--- src/hdl/rgb_vibrance_adjust_top_macros.svh ---
// Assertion macros shared by the vibrance adjust block.
`ifndef RGB_VIBRANCE_ADJUST_TOP_MACROS_SVH
`define RGB_VIBRANCE_ADJUST_TOP_MACROS_SVH

// Implication checked at every rising edge outside reset.
`define RGBVA_ASSERT_IMP(label, ante, cons, msg) \
  label: assert property (@(posedge clk_i) disable iff (!rst_ni) (ante) |-> (cons)) \
    else $error(msg);

// Condition that holds whenever the block is out of reset.
`define RGBVA_ASSERT_ALWAYS(label, cond, msg) \
  label: assert property (@(posedge clk_i) disable iff (!rst_ni) (cond)) \
    else $error(msg);

`endif

--- src/hdl/rgbva_pkg.sv ---
`timescale 1ns / 1ps
// ----------------------------------------------------------------------------
// rgbva_pkg
// Constants and types shared by the vibrance adjust pipeline.
// ----------------------------------------------------------------------------
package rgbva_pkg;

  localparam int unsigned SAMPLE_WIDTH_DEF = 16;
  localparam int unsigned FIELD_W          = 16;
  localparam int unsigned FRAC_BITS        = 16;
  localparam int unsigned QUOT_BITS        = FRAC_BITS + 1;
  localparam int unsigned BITS_W           = 5;
  localparam int unsigned INDEX_W          = 4;

  localparam logic [15:0] LUMA_R  = 16'd19595;
  localparam logic [15:0] LUMA_G  = 16'd38470;
  localparam logic [15:0] LUMA_B  = 16'd7471;
  localparam logic [15:0] ONE_Q14 = 16'd16384;

  // floor(x / 10) = (x * RECIP_10) >> RECIP_SHIFT for every x below 699050.
  localparam logic [18:0] RECIP_10    = 19'd419431;
  localparam int unsigned RECIP_SHIFT = 22;

  localparam logic [INDEX_W-1:0] REG_AMOUNT = 4'd0;
  localparam logic [INDEX_W-1:0] REG_BITS   = 4'd1;

  localparam logic [15:0]       AMOUNT_RST = 16'd16384;
  localparam logic [BITS_W-1:0] BITS_RST   = 5'd8;

  typedef struct packed {
    logic en;
    logic valid;
  } rgbva_pipe_ctl_t;

endpackage

--- src/hdl/rgbva_div_pipe.sv ---
`timescale 1ns / 1ps
// ----------------------------------------------------------------------------
// rgbva_div_pipe
// Pipelined restoring divider, one quotient bit per stage, for d/m with d<=m.
// ----------------------------------------------------------------------------
module rgbva_div_pipe
  import rgbva_pkg::*;
#(
  parameter int unsigned WIDTH  = SAMPLE_WIDTH_DEF,
  parameter int unsigned SIDE_W = 1
) (
  input  logic                 clk_i,
  input  logic                 rst_ni,
  input  rgbva_pipe_ctl_t      ctl_i,
  input  logic [WIDTH-1:0]     num_i,
  input  logic [WIDTH-1:0]     den_i,
  input  logic [SIDE_W-1:0]    side_i,
  output logic                 valid_o,
  output logic [QUOT_BITS-1:0] quot_o,
  output logic [SIDE_W-1:0]    side_o
);

  logic                 v_q    [QUOT_BITS];
  logic [WIDTH:0]       rem_q  [QUOT_BITS];
  logic [WIDTH-1:0]     den_q  [QUOT_BITS];
  logic [QUOT_BITS-1:0] quot_q [QUOT_BITS];
  logic [SIDE_W-1:0]    side_q [QUOT_BITS];

  for (genvar k = 0; k < QUOT_BITS; k++) begin : g_stage
    logic [WIDTH:0]       rem_in;
    logic [WIDTH-1:0]     den_in;
    logic [QUOT_BITS-1:0] quot_in;
    logic [SIDE_W-1:0]    side_in;
    logic                 v_in;
    logic                 take;
    logic [WIDTH:0]       rem_sub;

    if (k == 0) begin : g_first
      assign rem_in  = {1'b0, num_i};
      assign den_in  = den_i;
      assign quot_in = '0;
      assign side_in = side_i;
      assign v_in    = ctl_i.valid;
    end else begin : g_next
      assign rem_in  = rem_q[k-1];
      assign den_in  = den_q[k-1];
      assign quot_in = quot_q[k-1];
      assign side_in = side_q[k-1];
      assign v_in    = v_q[k-1];
    end

    assign take    = rem_in >= {1'b0, den_in};
    assign rem_sub = take ? (rem_in - {1'b0, den_in}) : rem_in;

    always_ff @(posedge clk_i or negedge rst_ni) begin
      if (!rst_ni) begin
        v_q[k] <= 1'b0;
      end else if (ctl_i.en) begin
        v_q[k] <= v_in;
      end
    end

    // The remainder stays below the divisor, so doubling it fits WIDTH+1 bits.
    always_ff @(posedge clk_i) begin
      if (ctl_i.en) begin
        rem_q[k]  <= {rem_sub[WIDTH-1:0], 1'b0};
        den_q[k]  <= den_in;
        quot_q[k] <= {quot_in[QUOT_BITS-2:0], take};
        side_q[k] <= side_in;
      end
    end
  end

  assign valid_o = v_q[QUOT_BITS-1];
  assign quot_o  = quot_q[QUOT_BITS-1];
  assign side_o  = side_q[QUOT_BITS-1];

endmodule

--- config.mk ---
export PLATFORM = sky130hd
export DESIGN_NAME = rgbva_div_pipe
export DESIGN_NICKNAME = d
export VERILOG_FILES = /design/src/hdl/rgb_vibrance_adjust_top_macros.svh /design/src/hdl/rgbva_pkg.sv /design/src/hdl/rgbva_div_pipe.sv
export SDC_FILE = /design/constraint.sdc
export NUM_CORES = 1
export LEC_CHECK = 0
export BUFFER_PORTS_ARGS = -buffer_cell sky130_fd_sc_hd__clkbuf_2
export CAP_MARGIN = 20
export CORE_MARGIN = 3
export CORE_UTILIZATION = 30
export DETAILED_ROUTE_END_ITERATION = 10
export PLACE_DENSITY_LB_ADDON = 0.05
export SLEW_MARGIN = 10
export SYNTH_ARGS = -nofsm -noshare
export SYNTH_HDL_FRONTEND = slang
export SYNTH_SLANG_ARGS = --single-unit
--- constraint.sdc ---
create_clock -name clk_i -period 3.5 [get_ports clk_i]
set_input_delay 0.875 -clock clk_i [delete_from_list [all_inputs] [get_ports clk_i]]
set_output_delay 0.875 -clock clk_i [all_outputs]
set_load 0.01 [all_outputs]
# After elaboration in Yosys (flattened, before gate mapping)
# Memory sizes are Yosys's and may differ from the RTL's.
# Index checks and enable logic that the tools add are counted.
[totals] register_bits=17 ram_bits=850 in_bits=37 output_inout_bits=19 elab_cells=74 n_memories=4
[classes] add_sub_neg=17 magnitude_cmp=17 n_mux=19
[memory_table] name="quot_q" words=17 word_bits=17 read_ports=17 rd_ports_with_merged_regs=0 wr=17 line="rgbva_div_pipe.sv:26" rtl="logic [QUOT_BITS-1:0] quot_q [QUOT_BITS];"
[memory_table] name="den_q" words=17 word_bits=16 read_ports=16 rd_ports_with_merged_regs=0 wr=17 line="rgbva_div_pipe.sv:25" rtl="logic [WIDTH-1:0] den_q [QUOT_BITS];"
[memory_table] name="rem_q" words=17 word_bits=16 read_ports=16 rd_ports_with_merged_regs=0 wr=17 line="rgbva_div_pipe.sv:24" rtl="logic [WIDTH:0] rem_q [QUOT_BITS];"
[memory_table] name="side_q" words=17 word_bits=1 read_ports=17 rd_ports_with_merged_regs=0 wr=17 line="rgbva_div_pipe.sv:27" rtl="logic [SIDE_W-1:0] side_q [QUOT_BITS];"
[op_table] op="17-bit by 16-bit >= comparator with 1-bit output" count=16
[op_table] op="16-bit two-way mux" count=17
[op_table] op="16-bit subtractor" count=17
[op_table] op="16-bit >= comparator" count=1
[op_table] op="1-bit two-way mux" count=2

# Depth between registers and ports, before layout
# An unclocked memory read counts as a cell.
[depth] word_depth=3 ltp_mapped=12 depth_no_buf=10

# Worst setup path after synthesis
# No wires, ideal clock.
[synth_path] path_kind="in2reg" from="input num_i[0]" to="memory rem_q[0][10] (netlist bit), data pin" setup_ps=260 arrival_time_ps=2979 required_ps=3240 path_slack_ps=261 stages=12 n_path_buf=2 cell_sequence="inv_1 -> ha_1 -> fa_1 -> nor2b_1 -> o21ai_0 -> a21oi_1 -> o21ai_0 -> a31oi_1 -> o22a_1 -> buf_2 -> buf_4 -> mux2_2"
[synth_rtl] item="start: declaration" line="rgbva_div_pipe.sv:15" rtl="input logic [WIDTH-1:0] num_i,"
[synth_rtl] item="end: declaration" line="rgbva_div_pipe.sv:24"

==> results_dict.tcl <==
set metrics [dict create \
    status "finished, final reports clean" \
    relSlewSlack_pct 43.2 \
    worstRegToRegCells 8 \
    arrival_ns 3.59 \
    route.vias.total 23154 \
    cts_root_buf "clkbuf_16" \
    grt_use_met1_pct 16.7 \
    chipWidth_um 359 \
    async_reset_ff_share_pct 2.43 \
    rsz0062_at_grt "no" \
    synth_cells 2986 \
    worst_skew_pair.late_latency_ns 0.65 \
    mostFrequentLayoutCells "edfxtp_1 (682), inv_1 (338), ha_1 (271)" \
    grt_max_degree 118 \
    path_clk_slew_ns 0.06 \
    io_pins 56 \
    fillers 12058 \
    die_y_um 359 \
    yosysTopAreaCell "edfxtp_1" \
    crit_path_start_kind "flop" \
    first_pass_iters 5 \
    postRouteAntennaNets 0 \
    place_ws_ns -0.0503 \
    met3_usage_pct 2.12 \
    drt_iter0_drc 1425 \
    viasPerCell 4.78 \
    fmax_mhz 312 \
    swShare_pct 35.1 \
    cp_top_family "simple AND/OR/NAND/NOR gates" \
    crit_fanout 18 \
    cts_resized 0 \
    final_common_cell "edfxtp_1" \
    pwr-share-clk_pct 23.0 \
    final_util_pct 35.0 \
    critPathKind "flop to flop" \
    drive_gt1_share_pct 14.9 \
    ys_ff_latch 699 \
    grt.busiest_layer "met2" \
    synth_top_family_by_area "compound AO/OA/AOI/OAI gates" \
    ys_seq_area_share_pct 56.0 \
    required_ns 3.89 \
    worst_pin_slew_ns 0.830 \
    syn_area_per_cell_um2 12.5 \
    start_util_pct 30.4 \
    grt_pass1_vias 23939 \
    yosys_warnings 0 \
    netlist.area_leader.share_pct 54.8 \
    synthXorXnorAreaFrac_pct 4.03 \
    synthSimpleGateAreaFrac_pct 7.68 \
    finalWeightedCongestion 0.824 \
    synth_mux_area_share_pct 6.47 \
    ir_drop_mv 0.565 \
    cts_hold_buf 0 \
    fin_crit_sh_pct 91.5 \
    antenna_cells 0 \
    layout.nets 3478 \
    p_int_mw 25.7 \
    post_cts_buffers 0 \
    period_needed_ns 3.20 \
    combPwrFrac_pct 42.6 \
    p_leak_nw 17.1 \
    report.final.setup_viol 0 \
    powerDensity_mw_per_mm2 921 \
    synth_compound_area_share_pct 12.0 \
    crit_cells 8 \
    synth_ff_type "edfxtp_1" \
    num_rows 128 \
    syn2layout_area_growth_pct 15.0 \
    synth_edf_count 682 \
    clock_sinks 699 \
    clockBufferDepth 3 \
    die-area_mm2 0.129 \
    finClkSkew_ns 0.0224 \
    cts_buffers 88 \
    yosys-top-cells-area "edfxtp_1 (55%), ha_1 (9.1%), mux2_2 (5.5%)" \
    max_stage_delay_ns 0.71 \
    cp_cell_sequence "inv_1 > ha_1 > nand4_1 > nor4_1 > a2111oi_0 > a31oi_2 > buf_4 > mux2_2" \
    pwr-share-seq_pct 34.4 \
    synthesis.nets 3310 \
    cts_tree "built" \
    finalHoldViolCount 0 \
    grt_util_met2_pct 24.3 \
    crit_buf_inv 2 \
    wl_per_cell_um 18.0 \
    netlist_area_mm2 0.0374 \
    grt_pass1_wl_um 139000 \
    antenna_found_initial 0 \
    end_kind "flop" \
    dpl.hpwl_um 65800 \
    io_buffers 55 \
    cp_slowest_cell "nor4_1" \
    synth_adder_area_share_pct 9.94 \
    synth.distinct_cells 89 \
    cap_violations 0 \
    hold_path_class "primary input to async pin" \
    grt-ovfl-total 0 \
    setup_slack_ns 0.296 \
    track_usage_pct 13.6 \
    final_max_slew_viol_count 0 \
    totalWireLength_um 87400 \
    htree_levels 3 \
    core_area_mm2 0.123 \
    p_switching_mw 13.9 \
    drc_errors 0 \
]
-- power by group through the flow --
stage / registers (mW) / logic, mW / clock network (mW)
after floorplan: 13.1 / 12.9 / 0
after global placement: 13.9 / 16.9 / 0
after detailed placement: 13.9 / 17.0 / 0
after CTS: 13.7 / 17.1 / 9.51
after global routing: 13.9 / 18.9 / 9.85
final: 13.6 / 16.9 / 9.09
-- through the flow --
stage | instance area [µm²] | power, mW | hold slack, ns | setup TNS [ns] | std cells
2_1_floorplan | 37400 | 26.0 | 0.400 | 0 | 2986
3_3_place_gp | 40100 | 30.8 | 0.400 | -1.01 | 4689
5_1_grt | 43000 | 42.7 | 0.135 | 0 | 4847
3_5_place_dp | 40100 | 30.8 | 0.405 | -0.584 | 4689
6_report | 43000 | 39.6 | 0.163 | 0 | 4847
4_1_cts | 43000 | 40.3 | 0.108 | 0 | 4847
-- final timing paths --
check,from,to,slack (ns)
worst min register to register,quot_q[0][51],quot_q[0][69],0.40
worst max register to register,den_q[0][69],rem_q[0][82],0.30
worst max-delay path,den_q[0][69],rem_q[0][82],0.30
worst min-delay path,rst_ni,g_stage[11].v_in,0.16
max in group asynchronous,rst_ni,g_stage[5].v_in,3.04
min in group clk_i,quot_q[0][51],quot_q[0][69],0.40
-- cells in the mapped netlist, drive strengths merged, types with 21 or more instances --
cell type    n
a21oi      172
nand2      138
buf         22
o31ai       22
a31oi       30
nor2       146
o21ai      131
inv        338
o21a        48
xnor2      112
nor3        49
ha         271
nand4       35
edfxtp     682
nand3       33
xor2        60
mux2       193
and2        28
nor2b       52
a21o        72
a211oi      25
mux2i       21
-- per-layer routing --
layer,part of all wire [%],wire length (µm)
met4,2.8,2470
met5,0,0
met2,51,44400
met1,43,37800
met3,3.1,2750
-- flip-flops by register name (all words and copies together), names as in the netlist --
name	count
den_q	256
rem_q	256
quot_q	153
side_q	17
g_stage.v_in	16
valid_o	1
-- area by class of cell --
type                       instances  area, µm²  share of cell area, %
sequential                       699      20900                   48.7
clock inverter                    56        603                   1.40
multi-input combinational       1912      15000                   34.8
timing repair buffer             115        911                   2.12
clock buffer                     102       2280                   5.30
tap                             1625       2030                   4.73
inverter                         338       1270                   2.95
-- cell families (layout without fill, tap and decap cells) --
family / after synthesis / in the layout
adders and majority gates: 287 / 287
xor gates and xnor gates: 172 / 172
and+or+nand+nor: 578 / 578
buffers and inverters: 375 / 611
muxes: 214 / 214
DFF: 699 / 699
AOI/OAI and AO/OA: 661 / 661
Power figures use the tool's default switching activity.
